==> config.mk <==
export PLATFORM = sky130hd
export DESIGN_NAME = char_lcd_4bit_writer
export DESIGN_NICKNAME = d
export VERILOG_FILES = /design/src/rtl/lcd4w_pkg.sv /design/src/rtl/lcd4w_front.sv /design/src/rtl/lcd4w_fifo.sv /design/src/rtl/lcd4w_back.sv /design/src/rtl/char_lcd_4bit_writer.sv
export SDC_FILE = /design/constraint.sdc
export NUM_CORES = 1
export LEC_CHECK = 0
export ABC_AREA = 1
export BUFFER_PORTS_ARGS = -buffer_cell sky130_fd_sc_hd__buf_4
export CORE_MARGIN = 2
export CORE_UTILIZATION = 40
export DETAILED_ROUTE_END_ITERATION = 8
export HOLD_SLACK_MARGIN = 0.08
export PLACE_DENSITY = 0.62
export SETUP_SLACK_MARGIN = 0.2
export SYNTH_ARGS = -nofsm -noshare
export SYNTH_HDL_FRONTEND = slang
export SYNTH_SLANG_ARGS = --single-unit
==> constraint.sdc <==
create_clock -name clk -period 3.86 [get_ports clk]
set_input_delay 0.772 -clock clk [delete_from_list [all_inputs] [get_ports clk]]
set_output_delay 0.772 -clock clk [all_outputs]
set_load 0.05 [all_outputs]
==> src/rtl/lcd4w_pkg.sv <==
`default_nettype none

package lcd4w_pkg;

    // one request as it arrives
    typedef struct packed {
        logic [2:0]  mode;
        logic [1:0]  row;
        logic [6:0]  column;
        logic [15:0] value;
    } req_t;

    // one enable strobe as it leaves
    typedef struct packed {
        logic [3:0] data_nibble;
        logic       register_select;
        logic [7:0] hold_ms;
        logic       number_valid;
        logic       last;
    } res_t;

    localparam logic [2:0] MODE_CMD     = 3'd0;
    localparam logic [2:0] MODE_DATA    = 3'd1;
    localparam logic [2:0] MODE_SET_POS = 3'd2;
    localparam logic [2:0] MODE_CHAR    = 3'd3;
    localparam logic [2:0] MODE_DIGIT   = 3'd4;
    localparam logic [2:0] MODE_NUMBER  = 3'd5;

    localparam logic [1:0] REG_FIRST_BASE  = 2'd0;
    localparam logic [1:0] REG_SECOND_BASE = 2'd1;
    localparam logic [1:0] REG_STROBE_HOLD = 2'd2;

    localparam logic [1:0] ROW_FIRST  = 2'd1;
    localparam logic [1:0] ROW_SECOND = 2'd2;

    localparam logic RS_CMD  = 1'b0;
    localparam logic RS_DATA = 1'b1;

    localparam logic [7:0] ASCII_ZERO = 8'd48;
    localparam logic [7:0] ASCII_NINE = 8'd57;

    // number is carried as a binary fraction value/10000 scaled by 2^FRAC_W;
    // each digit is then the integer part after a multiply by ten
    localparam int          FRAC_W    = 28;
    localparam logic [14:0] NUM_SCALE = 15'd26844;
    localparam logic [15:0] NUM_LIMIT = 16'd10000;

    // classified request, one queue entry
    typedef struct packed {
        logic              pos_en;
        logic [7:0]        pos_byte;
        logic              has_data;
        logic [7:0]        data_byte;
        logic              data_rs;
        logic              is_num;
        logic [FRAC_W-1:0] frac;
        logic              num_valid;
        logic [7:0]        hold;
    } job_t;

endpackage

`default_nettype wire

==> src/rtl/lcd4w_front.sv <==
`default_nettype none

module lcd4w_front (
    input  wire logic              clk,
    input  wire logic              rst_n,
    input  wire logic              push,
    input  wire logic              full,
    input  wire lcd4w_pkg::req_t   req,
    input  wire logic              cfg_write,
    input  wire logic [1:0]        cfg_index,
    input  wire logic [7:0]        cfg_data,
    output logic                   wr_en,
    output lcd4w_pkg::job_t        job
);
    import lcd4w_pkg::*;

    logic [7:0]  first_base_reg;
    logic [7:0]  second_base_reg;
    logic [7:0]  hold_reg;

    logic [7:0]  byte_in;
    logic [7:0]  digit_byte;
    logic        row_ok;
    logic        num_ok;
    logic [28:0] num_prod;

    always_ff @(posedge clk or negedge rst_n)
    begin
        if (!rst_n)
        begin
            first_base_reg  <= 8'd128;
            second_base_reg <= 8'd192;
            hold_reg        <= 8'd5;
        end
        else if (cfg_write)
        begin
            unique case (cfg_index)
                REG_FIRST_BASE:  first_base_reg  <= cfg_data;
                REG_SECOND_BASE: second_base_reg <= cfg_data;
                REG_STROBE_HOLD: hold_reg        <= cfg_data;
                default:         ;
            endcase
        end
    end

    assign byte_in    = req.value[7:0];
    assign digit_byte = (byte_in < ASCII_ZERO || byte_in > ASCII_NINE) ? ASCII_ZERO : byte_in;
    assign row_ok     = (req.row == ROW_FIRST) || (req.row == ROW_SECOND);
    assign num_ok     = req.value < NUM_LIMIT;
    assign num_prod   = req.value[13:0] * NUM_SCALE;

    always_comb
    begin
        job           = '0;
        job.hold      = hold_reg;
        job.pos_byte  = ((req.row == ROW_SECOND) ? second_base_reg : first_base_reg)
                        | {1'b0, req.column};
        job.data_byte = byte_in;
        job.data_rs   = RS_DATA;
        job.frac      = num_ok ? num_prod[FRAC_W-1:0] : '0;
        unique case (req.mode)
            MODE_CMD:
            begin
                job.has_data = 1'b1;
                job.data_rs  = RS_CMD;
            end
            MODE_DATA:
            begin
                job.has_data = 1'b1;
            end
            MODE_SET_POS:
            begin
                job.pos_en = row_ok;
            end
            MODE_CHAR:
            begin
                job.pos_en   = row_ok;
                job.has_data = 1'b1;
            end
            MODE_DIGIT:
            begin
                job.pos_en    = row_ok;
                job.has_data  = 1'b1;
                job.data_byte = digit_byte;
            end
            MODE_NUMBER:
            begin
                job.pos_en    = row_ok;
                job.has_data  = 1'b1;
                job.is_num    = 1'b1;
                job.num_valid = num_ok;
            end
            default:
            begin
                job.pos_en   = 1'b0;
                job.has_data = 1'b0;
            end
        endcase
    end

    // requests that cause no strobe are dropped here
    assign wr_en = push && !full && (job.pos_en || job.has_data);

endmodule

`default_nettype wire

==> src/rtl/lcd4w_fifo.sv <==
`default_nettype none

module lcd4w_fifo #(
    parameter int DEPTH = 4
) (
    input  wire logic             clk,
    input  wire logic             rst_n,
    input  wire logic             wr,
    input  wire lcd4w_pkg::job_t  wdata,
    output logic                  full,
    input  wire logic             rd,
    output lcd4w_pkg::job_t       rdata,
    output logic                  empty
);
    import lcd4w_pkg::*;

    localparam int AW = (DEPTH > 1) ? $clog2(DEPTH) : 1;
    localparam int CW = $clog2(DEPTH + 1);
    localparam logic [AW-1:0] LAST_IDX = AW'(DEPTH - 1);
    localparam logic [CW-1:0] FULL_CNT = CW'(DEPTH);

    job_t          mem [DEPTH];
    logic [AW-1:0] wr_ptr_reg;
    logic [AW-1:0] rd_ptr_reg;
    logic [CW-1:0] count_reg;
    logic          do_wr;
    logic          do_rd;

    assign full  = count_reg == FULL_CNT;
    assign empty = count_reg == '0;
    assign do_wr = wr && !full;
    assign do_rd = rd && !empty;
    assign rdata = mem[rd_ptr_reg];

    always_ff @(posedge clk)
    begin
        if (do_wr)
        begin
            mem[wr_ptr_reg] <= wdata;
        end
    end

    always_ff @(posedge clk or negedge rst_n)
    begin
        if (!rst_n)
        begin
            wr_ptr_reg <= '0;
            rd_ptr_reg <= '0;
            count_reg  <= '0;
        end
        else
        begin
            if (do_wr)
            begin
                wr_ptr_reg <= (wr_ptr_reg == LAST_IDX) ? '0 : wr_ptr_reg + 1'b1;
            end
            if (do_rd)
            begin
                rd_ptr_reg <= (rd_ptr_reg == LAST_IDX) ? '0 : rd_ptr_reg + 1'b1;
            end
            unique case ({do_wr, do_rd})
                2'b10:   count_reg <= count_reg + 1'b1;
                2'b01:   count_reg <= count_reg - 1'b1;
                default: count_reg <= count_reg;
            endcase
        end
    end

endmodule

`default_nettype wire

==> src/rtl/lcd4w_back.sv <==
`default_nettype none

module lcd4w_back (
    input  wire logic             clk,
    input  wire logic             rst_n,
    input  wire logic             job_avail,
    input  wire lcd4w_pkg::job_t  job,
    output logic                  job_take,
    input  wire logic             pop,
    output logic                  empty,
    output lcd4w_pkg::res_t       res
);
    import lcd4w_pkg::*;

    typedef enum logic [4:0] {
        S_IDLE   = 5'b00001,
        S_POS_HI = 5'b00010,
        S_POS_LO = 5'b00100,
        S_DAT_HI = 5'b01000,
        S_DAT_LO = 5'b10000
    } state_t;

    state_t            state_reg, state_next;
    job_t              job_reg, job_next;
    logic [7:0]        byte_reg, byte_next;
    logic [FRAC_W-1:0] frac_reg, frac_next;
    logic [1:0]        left_reg, left_next;
    logic              out_valid_reg, out_valid_next;
    res_t              out_reg, out_next;

    logic              out_ready;
    logic              emit;
    logic              load;
    logic [3:0]        nibble;
    logic              rs;
    logic              last_strobe;
    logic [FRAC_W-1:0] src_frac;
    logic [FRAC_W+3:0] prod10;
    logic [7:0]        step_byte;
    logic [FRAC_W-1:0] step_frac;

    assign out_ready = !out_valid_reg || pop;
    assign emit      = out_ready && (state_reg != S_IDLE);

    always_comb
    begin
        nibble      = '0;
        rs          = RS_CMD;
        last_strobe = 1'b0;
        unique case (state_reg)
            S_POS_HI: nibble = job_reg.pos_byte[7:4];
            S_POS_LO:
            begin
                nibble      = job_reg.pos_byte[3:0];
                last_strobe = !job_reg.has_data;
            end
            S_DAT_HI:
            begin
                nibble = byte_reg[7:4];
                rs     = job_reg.data_rs;
            end
            S_DAT_LO:
            begin
                nibble      = byte_reg[3:0];
                rs          = job_reg.data_rs;
                last_strobe = left_reg == 2'd0;
            end
            default: ;
        endcase
    end

    assign load     = (state_reg == S_IDLE) || (emit && last_strobe);
    assign job_take = load && job_avail;

    // next decimal digit: times ten, integer part out
    assign src_frac  = load ? job.frac : frac_reg;
    assign prod10    = ({4'b0, src_frac} << 3) + ({4'b0, src_frac} << 1);
    assign step_byte = ASCII_ZERO | {4'b0, prod10[FRAC_W+3:FRAC_W]};
    assign step_frac = prod10[FRAC_W-1:0];

    always_comb
    begin
        state_next = state_reg;
        job_next   = job_reg;
        byte_next  = byte_reg;
        frac_next  = frac_reg;
        left_next  = left_reg;
        priority if (load)
        begin
            if (job_avail)
            begin
                job_next = job;
                if (job.pos_en)
                begin
                    state_next = S_POS_HI;
                    frac_next  = job.frac;
                end
                else
                begin
                    state_next = S_DAT_HI;
                    byte_next  = job.is_num ? step_byte : job.data_byte;
                    frac_next  = step_frac;
                    left_next  = job.is_num ? 2'd3 : 2'd0;
                end
            end
            else
            begin
                state_next = S_IDLE;
            end
        end
        else if (emit)
        begin
            unique case (state_reg)
                S_POS_HI: state_next = S_POS_LO;
                S_POS_LO:
                begin
                    state_next = S_DAT_HI;
                    byte_next  = job_reg.is_num ? step_byte : job_reg.data_byte;
                    frac_next  = step_frac;
                    left_next  = job_reg.is_num ? 2'd3 : 2'd0;
                end
                S_DAT_HI: state_next = S_DAT_LO;
                S_DAT_LO:
                begin
                    state_next = S_DAT_HI;
                    byte_next  = step_byte;
                    frac_next  = step_frac;
                    left_next  = left_reg - 2'd1;
                end
                default: state_next = S_IDLE;
            endcase
        end
    end

    always_comb
    begin
        out_valid_next = out_valid_reg;
        out_next       = out_reg;
        if (emit)
        begin
            out_valid_next           = 1'b1;
            out_next.data_nibble     = nibble;
            out_next.register_select = rs;
            out_next.hold_ms         = job_reg.hold;
            out_next.number_valid    = job_reg.num_valid;
            out_next.last            = last_strobe;
        end
        else if (pop)
        begin
            out_valid_next = 1'b0;
        end
    end

    always_ff @(posedge clk or negedge rst_n)
    begin
        if (!rst_n)
        begin
            state_reg     <= S_IDLE;
            out_valid_reg <= 1'b0;
        end
        else
        begin
            state_reg     <= state_next;
            out_valid_reg <= out_valid_next;
        end
    end

    always_ff @(posedge clk)
    begin
        job_reg  <= job_next;
        byte_reg <= byte_next;
        frac_reg <= frac_next;
        left_reg <= left_next;
        out_reg  <= out_next;
    end

    assign empty = !out_valid_reg;
    assign res   = out_reg;

endmodule

`default_nettype wire

==> src/rtl/char_lcd_4bit_writer.sv <==
// channel   | direction | handshake                    | payload
// ----------+-----------+------------------------------+---------------------------
// request   | in        | push / full                  | req (mode,row,column,value)
// strobe    | out       | pop / empty                  | res (nibble,rs,hold,valid,last)
// config    | in        | cfg_write (no wait)          | cfg_index, cfg_data
//
// One strobe leaves per cycle while pop is held; a request gives 2 to 10 strobes,
// set by the strobe sequencer in the back end.
// Requests are classified on the way in and wait in a QUEUE_DEPTH-entry queue,
// so intake continues while the result register is stalled.
// Reset clears the queue, the sequencer and the result register; the line bases
// and hold time return to 128, 192 and 5.
`default_nettype none

module char_lcd_4bit_writer #(
    parameter int QUEUE_DEPTH = 4
) (
    input  wire logic             clk,
    input  wire logic             rst_n,
    input  wire logic             push,
    output logic                  full,
    input  wire lcd4w_pkg::req_t  req,
    input  wire logic             pop,
    output logic                  empty,
    output lcd4w_pkg::res_t       res,
    input  wire logic             cfg_write,
    input  wire logic [1:0]       cfg_index,
    input  wire logic [7:0]       cfg_data
);
    import lcd4w_pkg::*;

    logic wr_en;
    job_t wr_job;
    job_t head_job;
    logic q_empty;
    logic job_take;

    lcd4w_front u_front (
        .clk       (clk),
        .rst_n     (rst_n),
        .push      (push),
        .full      (full),
        .req       (req),
        .cfg_write (cfg_write),
        .cfg_index (cfg_index),
        .cfg_data  (cfg_data),
        .wr_en     (wr_en),
        .job       (wr_job)
    );

    lcd4w_fifo #(
        .DEPTH (QUEUE_DEPTH)
    ) u_fifo (
        .clk   (clk),
        .rst_n (rst_n),
        .wr    (wr_en),
        .wdata (wr_job),
        .full  (full),
        .rd    (job_take),
        .rdata (head_job),
        .empty (q_empty)
    );

    lcd4w_back u_back (
        .clk       (clk),
        .rst_n     (rst_n),
        .job_avail (!q_empty),
        .job       (head_job),
        .job_take  (job_take),
        .pop       (pop),
        .empty     (empty),
        .res       (res)
    );

endmodule

`default_nettype wire

==> results of run 1 <==
-- metrics by stage --
stage / utilization / worst slack, ns / hold slack (ns)
after floorplan: - / -0.801 / 0.400
after global placement: 0.466 / -1.39 / 0.406
after detailed placement: 0.466 / -1.42 / 0.405
after CTS: 0.501 / -0.566 / 0.234
after global routing: 0.514 / -0.802 / 0.243
final: 0.514 / -0.593 / 0.223
-- worst max path at each step --
stage | startpoint | endpoint | cells past startpoint
finish | req[4] | u_fifo.mem[0][35] | 22
global route | req[5] | u_fifo.mem[1][35] | 21
CTS | req[3] | u_fifo.mem[2][36] | 20
detailed placement | req[3] | u_fifo.mem[3][34] | 19
global placement | req[3] | u_fifo.mem[2][36] | 20
floorplan | req[11] | u_fifo.mem[0][32] | 22
-- final cells by class --
class,instances,area share
Inverter,277,0.0453
Multi-Input combinational cell,1172,0.362
Clock buffer,44,0.0408
Tap cell,607,0.0319
Sequential cell,336,0.416
Clock inverter,23,0.0101
Timing Repair Buffer,254,0.0933
-- metal layers --
metal  routed length (um)  vias up  global-route usage
met5                    0        -                   0
met4                 1020        0              0.0481
met3                 1940       58              0.0225
met2                21000      260               0.297
met1                20400     6460               0.260
li1                     -     6720                   -
-- worst max-delay path, stage by stage --
cell and delay, ns:
buf_6 0.10, clkinvlp_4 0.10, ha_4 0.26, fa_1 0.49, inv_1 0.05, fa_2 0.43, fa_1 0.47, fa_1 0.53
inv_2 0.05, ha_4 0.24, buf_6 0.13, a21oi_4 0.14, o21ai_1 0.08, nand2_1 0.05, and3_1 0.15, o221ai_2 0.10
nand2_1 0.10, inv_2 0.05, o21ai_2 0.13, nand2_2 0.07, o21ai_2 0.18, a21oi_4 0.05
-- synthesized netlist by cell type (2+ instances only) --
library cell / count / area, um2
o22ai_1: 53 / 332
inv_1: 269 / 1010
o21ai_1: 13 / 65.1
a31oi_1: 7 / 43.8
a21o_1: 3 / 22.5
nand2_2: 15 / 93.8
a22o_1: 6 / 52.6
nand4_1: 15 / 93.8
dfrtp_1: 31 / 776
nor3_1: 15 / 75.1
and3_1: 3 / 18.8
nor2_1: 197 / 739
nor2_2: 3 / 18.8
ha_1: 122 / 1530
clkbuf_1: 38 / 143
nand3_1: 46 / 230
nor4_1: 3 / 18.8
o221ai_1: 3 / 26.3
edfxtp_1: 299 / 8980
nor2_4: 2 / 22.5
nand3_2: 6 / 60.1
fa_1: 63 / 1260
o22a_1: 2 / 17.5
xor2_1: 19 / 166
a21oi_1: 72 / 360
o21ai_0: 169 / 846
nand2_1: 298 / 1120
buf_2: 11 / 55.1
inv_2: 7 / 26.3
o2111ai_1: 4 / 35.0
nand2_4: 5 / 56.3
o21a_1: 3 / 22.5
a21boi_0: 2 / 15.0
nand4_2: 2 / 25.0
xnor2_1: 7 / 61.3
dfstp_2: 6 / 158
-- cell families (layout without fill, tap and decap cells) --
| family | count (synthesis) | count (layout) | share of synthesized area |
|---|---|---|---|
| AND/OR/NAND/NOR | 614 | 614 | 0.140 |
| AO/OA/AOI/OAI | 347 | 347 | 0.103 |
| flip-flops | 336 | 336 | 0.529 |
| buffers and inverters | 328 | 598 | 0.0669 |
| adder cells (fa/ha/maj) | 185 | 185 | 0.149 |
| XOR/XNOR | 26 | 26 | 0.0122 |
-- repair_timing --
item                       4_1_cts  5_1_grt
setup endpoints to repair       80       94
pin swaps                       52       53
gates resized for setup         85      116
setup buffers                   10       18
cloned                           0        1
==> reports/metrics.yaml, run 1 <==
syn_avg_cell_area_um2: 10.2
crit_fanout: 4
violations: "negative setup slack"
final_common_cell: "edfxtp_1"
fin_cells: 2713
detail-route-antenna-nets: 0
worst_slack_ns: -0.593
gr-total-overflow: 0
grtUsageTotal: 0.183
regArea_um2: 9920
cp.required_ns: 4.13
hold_viol: 0
clkTransAtPathRegs_ns: 0.06
numCtsBuffers: 37
cts_hold_buf: 0
grt_pass1_wl_um: 69800
slew_viol_final: 0
nNetsFinal: 2306
start_util: 0.404
r2r_start: "u_fifo.rd_ptr_reg[0]"
syn_nets: 2064
place_congestion: 0.877
ios: 60
crit_type: "in -> reg"
clk_latency_ns: 0.55
status: "finished with violations"
synthCells: 1836
timing.rr.end: "u_back.byte_reg[2]"
dp.final_hpwl_um: 32000
drt_iter0_markers: 815
wirelength_um: 44300
drcViolationCount: 0
clock_skew_ns: 0.0353
yosys_warnings: 0
ys_seq_elements: 336
start_kind: "primary input"
clock_sinks: 336
synth_edf_count: 299
period_needed_ns: 4.45
maxSlewHeadroom: 0.508
max_freq_mhz: 225
h-tree-depth: 2
die_w_um: 220
core_um2: 46400
multi_input_area_um2: 8640
crit_path_end_kind: "flop"
final_cell_mix: "edfxtp_1, nand2_1, inv_1"
io_buffers: 59
yosysUniqueCellTypes: 53
ys_seq_area_frac: 0.529
netlist_area_um2: 18700
synthArstFlopShare: 0.110
cts_max_path_buffers: 3
num_vias: 13500
hold_class: "in -> async"
first_pass_iters: 5
cap_violations: 0
dieArea_um2: 48600
worst_pin_slew_ns: 0.732
detailed_place.area_um2: 21600
drive_gt1_frac: 0.264
antenna_cells: 0
setup_viol: 72
antenna_found_initial: 0
grt_max_degree: 57
largest_reg_flops: 220
grt_pass1_vias: 13200
rr_worst_depth: 18
setup-tns-final_ns: -29.29
rows: 79
period_share: 1.15
vias_per_cell: 4.98
area_growth_syn_to_layout_pct: 27.3
arrival_ns: 4.73
die_y_um: 220
final_cell_area_um2: 23800
cts_tree: "done"
placed_cells: 2617
cts_root_buf: "clkbuf_16"
fillers: 3989
wl_per_cell_um: 16.3
reg2reg_setup_slack_ns: 0.42
synth_ff_type: "edfxtp_1"
rsz0062_at_grt: "yes"
Power of run 1 is not shown: default switching activity piles up to over one toggle a cycle in this logic, so the estimate is an artifact.
==> run 2, diff against run 1 <==
--- a/config.mk
+++ b/config.mk
@@ -5,14 +5,14 @@
 export SDC_FILE = /design/constraint.sdc
 export NUM_CORES = 1
 export LEC_CHECK = 0
-export ABC_AREA = 1
 export BUFFER_PORTS_ARGS = -buffer_cell sky130_fd_sc_hd__buf_4
 export CORE_MARGIN = 2
 export CORE_UTILIZATION = 40
 export DETAILED_ROUTE_END_ITERATION = 8
 export HOLD_SLACK_MARGIN = 0.08
 export PLACE_DENSITY = 0.62
-export SETUP_SLACK_MARGIN = 0.2
+export REMOVE_ABC_BUFFERS = 1
+export SETUP_SLACK_MARGIN = 0.5
 export SYNTH_ARGS = -nofsm -noshare
 export SYNTH_HDL_FRONTEND = slang
 export SYNTH_SLANG_ARGS = --single-unit
==> run 2 against run 1 <==
The run still ends with negative setup slack left. Setup slack got worse by 0.35 ns. Register-to-register slack worse by 1.4 ns. Non-clock buffer count is 64 higher. Via count fell by 17%. Utilization increased by 1.9 points. Design area shrank 0.85%. Highest routed layer unchanged.
==> reports/metrics.yaml, run 2 <==
grt_max_degree: 56
final_cell_area_um2: 23600
gr-total-overflow: 0
clock_sinks: 336
cts_tree: "done"
dieArea_um2: 46700
crit_fanout: 6
drcViolationCount: 0
m1WireLength_um: 18100
dp_worst_setup_slack_ns: -1.98
dp.final_hpwl_um: 27600
rows: 77
drt_iter0_markers: 650
cp_cell_sequence: "or3_4 -> or3b_4 -> a2bb2oi_4 -> o21a_4 -> buf_12 -> nand2_4 -> nand2_4 -> ha_4 -> a2111oi_4 -> o21ai_1 -> a41o_1 -> maj3_2 -> mux2_4 -> a21oi_4 -> o311ai_4 -> a21oi_4 -> a211oi_2 -> o31ai_2 -> xor2_1 -> o21ai_1"
rsz0062_at_grt: "yes"
grt_pass1_wl_um: 62800
num_vias: 11200
detail-route-antenna-nets: 0
nNetsFinal: 1868
period_needed_ns: 4.80
ys_seq_area_frac: 0.551
slew_viol_final: 0
synthTopCellsByArea: "edfxtp_1, ha_1, fa_1, mux4_2, dfrtp_1"
first_pass_iters: 5
crit_type: "reg -> reg"
start_util: 0.406
met2WireLength_um: 19400
dr_wl_met3_um: 1070
antenna_cells: 0
cap_violations: 0
yosysUniqueCellTypes: 68
arrival_ns: 5.07
synth_ff_type: "edfxtp_1"
final_common_cell: "edfxtp_1"
clock_skew_ns: 0.0193
wl_per_cell_um: 17.5
cp.required_ns: 4.12
hold_class: "in -> async"
dr.max_layer_used: "met4"
grt_pass1_vias: 11800
wirelength_um: 39500
detailed_place.area_um2: 20800
final_cell_mix: "edfxtp_1, buf_4, inv_1"
r2r_start: "u_back.state_reg[1]"
yosysTopAreaCell: "edfxtp_1"
worst_slack_ns: -0.941
ys_top_cells_by_count: "edfxtp_1, inv_1, nand2_1"
die_y_um: 216
vias_per_cell: 4.95
hold_viol: 0
period_share: 1.24
netlist_area_um2: 18000
max_stage_delay_ns: 0.39
setup-tns-final_ns: -50.45
cts_max_path_buffers: 3
area_growth_syn_to_layout_pct: 31.4
h-tree-depth: 2
ios: 60
crit_start: "u_back.state_reg[1]"
cts_root_buf: "clkbuf_16"
synth_edf_count: 299
core_um2: 44300
reg2reg_setup_slack_ns: -0.94
setup_viol: 81
ys_seq_elements: 336
multi_input_area_um2: 8380
status: "finished with violations"
io_buffers: 59
crit_path_end_kind: "flop"
fillers: 3693
numCtsBuffers: 35
largest_reg_flops: 220
yosysMostFrequentCell: "edfxtp_1"
violations: "negative setup slack"
maxSlewHeadroom: 0.466
regArea_um2: 9920
antenna_found_initial: 0
start_kind: "flop"
synthArstFlopShare: 0.110
clkTransAtPathRegs_ns: 0.06
clk_latency_ns: 0.53
synthCells: 1315
fin_util: 0.533
max_freq_mhz: 208
yosys_warnings: 0
grtUsageTotal: 0.171
worst_pin_slew_ns: 0.800
drive_gt1_frac: 0.396
die_w_um: 216
cts_hold_buf: 0
place_congestion: 0.877
synth_top_area_share: 0.499
cp_slowest_cell: "or3b_4"
syn_avg_cell_area_um2: 13.7
[run 2: cell types whose count changed after synthesis, sizes merged, moves of 18 or more]
cell	change
a21oi	-27
clkbuf	-19
inv	-111
mux2	+28
mux4	+55
nand2	-186
nand3	-44
nand4	-18
nor2	-133
o21ai	-140
o22ai	-52
xnor2	+19
[run 2: cell type report]
cell class                 count  area share
sequential                   336       0.420
tap                          592      0.0313
clock buffer                  49      0.0401
clock inverter                15     0.00736
multi-input combinational    784       0.355
inverter                     165      0.0267
timing repair buffer         318       0.120
[run 2: per-layer routing]
layer,GRT usage,vias to the layer above
met5,0,-
met4,0.0491,0
met3,0.0168,47
met2,0.290,155
met1,0.234,5599
li1,-,5384
[run 2: worst paths after layout]
check / to / depth (start not counted)
worst max register to register: u_back.byte_reg[2] / 20
worst max-delay path: u_back.byte_reg[2] / 20
worst min register to register: u_back.res[8] / 0
max in group asynchronous: u_fifo.rd_ptr_reg[0] / 1
worst min-delay path: u_back.state_reg[3] / 1
min in group clk: u_back.res[8] / 0
[run 2: cell families (layout without fill, tap and decap cells)]
kind of cell / count (synthesis) / in the layout / synth area share
adders and majority gates: 188 / 188 / 0.157
buffers and inverters: 195 / 547 / 0.0413
xor gates and xnor gates: 50 / 50 / 0.0244
AOI/OAI and AO/OA: 176 / 176 / 0.0671
DFF: 336 / 336 / 0.551
and+or+nand+nor: 284 / 284 / 0.0710
muxes: 86 / 86 / 0.0883
[run 2: through the flow]
| stage | hold slack, ns | std cells |
|---|---|---|
| finish | 0.232 | 2259 |
| global route | 0.263 | 2259 |
| CTS | 0.239 | 2235 |
| detailed placement | 0.408 | 2146 |
| global placement | 0.404 | 2146 |
| floorplan | 0.400 | 1285 |
[run 2: critical path: cells and delay by family, from the launching register on]
kind | cells | cell delay (ns)
xor gates and xnor gates | 1 | 0.18
and+or+nand+nor | 4 | 0.90
AOI/OAI and AO/OA | 11 | 2.06
DFF | 1 | 0.38
buffers and inverters | 1 | 0.16
adders and majority gates | 2 | 0.56
muxes | 1 | 0.28
[run 2: timing repair]
| item | 4_1_cts | 5_1_grt |
|---|---|---|
| hold endpoints to repair | 0 | 0 |
| cloned | 1 | 1 |
| pin swaps | 175 | 77 |
| resized for setup | 215 | 94 |
| setup buffers | 24 | 23 |
| endpoints found under the setup margin | 108 | 106 |
Power of run 2 is left out for the same reason.
==> run 3, diff against run 2 <==
--- a/config.mk
+++ b/config.mk
@@ -11,7 +11,6 @@
 export DETAILED_ROUTE_END_ITERATION = 8
 export HOLD_SLACK_MARGIN = 0.08
 export PLACE_DENSITY = 0.62
-export REMOVE_ABC_BUFFERS = 1
 export SETUP_SLACK_MARGIN = 0.5
 export SYNTH_ARGS = -nofsm -noshare
 export SYNTH_HDL_FRONTEND = slang
==> run 3 against run 2 <==
The flow still finishes with violations (negative setup slack). Critical path depth is 3 higher. Design area is 0.40% lower. Routed wire length is 1.9% higher. Worst hold slack better by 0.0039 ns. Fmax is 2.5% lower. First-iteration DRC count is 2.5% lower. Setup slack worse by 0.12 ns. Critical endpoint is now u_fifo.mem[3][30].
==> reports/metrics.yaml, run 3 (same netlist as run 2, synthesis figures left out) <==
status: "finished with violations"
violations: "negative setup slack"
crit_start: "req[4]"
die_w_um: 216
grt_pass1_vias: 11800
worst_slack_ns: -1.07
hold_viol: 0
syn_nets: 1543
drive_gt1_frac: 0.402
hold_class: "in -> async"
cap_violations: 0
placed_cells: 2150
final_cell_mix: "edfxtp_1, buf_4, inv_1"
clock_skew_ns: 0.0192
reg2reg_setup_slack_ns: -1.00
ios: 60
grt_pass1_wl_um: 63600
fin_util: 0.531
setup_viol: 89
multi_input_area_um2: 8430
clk_latency_ns: 0.54
area_growth_syn_to_layout_pct: 30.9
crit_type: "in -> reg"
core_um2: 44300
cts_root_buf: "clkbuf_16"
arrival_ns: 5.17
r2r_start: "u_back.state_reg[1]"
clock_sinks: 336
max_freq_mhz: 203
cp.required_ns: 4.11
grt_max_degree: 56
vias_per_cell: 4.99
cts_max_path_buffers: 3
num_vias: 11300
crit_path_end_kind: "flop"
first_pass_iters: 4
gr-total-overflow: 0
start_kind: "primary input"
final_common_cell: "edfxtp_1"
numCtsBuffers: 36
period_needed_ns: 4.93
rows: 77
crit_end: "u_fifo.mem[3][30]"
timing.rr.end: "u_back.byte_reg[0]"
dp.final_hpwl_um: 28500
clkTransAtPathRegs_ns: 0.06
setup-tns-final_ns: -61.28
rr_worst_depth: 22
h-tree-depth: 2
start_util: 0.406
worst_pin_slew_ns: 0.864
io_buffers: 59
place_congestion: 0.897
crit_fanout: 4
regArea_um2: 9920
grtUsageTotal: 0.174
wl_per_cell_um: 17.8
period_share: 1.28
cts_hold_buf: 0
fin_cells: 2259
drt_iter0_markers: 634
antenna_found_initial: 1
cts_tree: "done"
antenna_cells: 0
drcViolationCount: 0
die_y_um: 216
slew_viol_final: 0
maxSlewHeadroom: 0.422
dieArea_um2: 46700
wirelength_um: 40200
nNetsFinal: 1869
detail-route-antenna-nets: 0
fillers: 3686
largest_reg_flops: 220
rsz0062_at_grt: "yes"
-- run 3: cell count changes in the layout (fill, tap and decap cells not counted), sizes merged --
cell,change
clkbuf,-9
clkinv,+6
inv,-4
buf,+1
clkinvlp,+6
-- run 3: cell type report --
cell class                 count  share of cell area
clock buffer                  41              0.0391
clock inverter                23             0.00877
inverter                     165              0.0270
multi-input combinational    784               0.358
sequential                   336               0.421
tap                          592              0.0315
timing repair buffer         318               0.114
-- run 3: timing repair --
action | 4_1_cts | 5_1_grt
pin swaps | 61 | 82
buffers inserted | 29 | 15
resized for setup | 116 | 71
endpoints found under the setup margin | 105 | 108
cloned | 1 | 0
-- run 3: worst max-delay path: stages --
cell	delay [ns]
buf_12	0.09
clkinvlp_4	0.11
ha_4	0.26
fa_1	0.56
inv_2	0.05
fa_1	0.50
fa_1	0.44
fa_1	0.53
inv_2	0.05
ha_4	0.21
a21oi_2	0.11
nor2b_1	0.06
o21ai_1	0.13
nand2b_1	0.10
buf_4	0.14
buf_4	0.12
buf_4	0.12
buf_4	0.12
buf_4	0.12
buf_4	0.12
a21oi_1	0.15
xor2_1	0.19
nor2_1	0.11
-- run 3: layer usage --
metal	up-vias	GRT usage	part of all wire
met4	0	0.0454	0.022
met3	50	0.0199	0.034
li1	5374	-	-
met5	-	0	0
met2	209	0.290	0.48
met1	5644	0.243	0.46
-- run 3: how the worst min path moves through the flow --
stage,startpoint,end,depth (start not counted)
detailed placement,u_back.job_reg[8],u_back.res[1],0
global route,rst_n,u_back.state_reg[2],1
CTS,rst_n,u_front.second_base_reg[5],1
global placement,u_back.job_reg[4],u_back.res[6],0
finish,rst_n,u_back.state_reg[1],1
floorplan,u_back.job_reg[8],u_back.res[1],0
-- run 3: per-stage QoR --
step	cell area [um2]	setup WS (ns)	hold slack, ns
after CTS	23100	-1.03	0.241
after detailed placement	21200	-1.70	0.405
final	23500	-1.07	0.236
after global placement	21200	-1.56	0.401
after global routing	23500	-1.22	0.255
after floorplan	18500	-1.25	0.400
Power of run 3 is left out for the same reason.
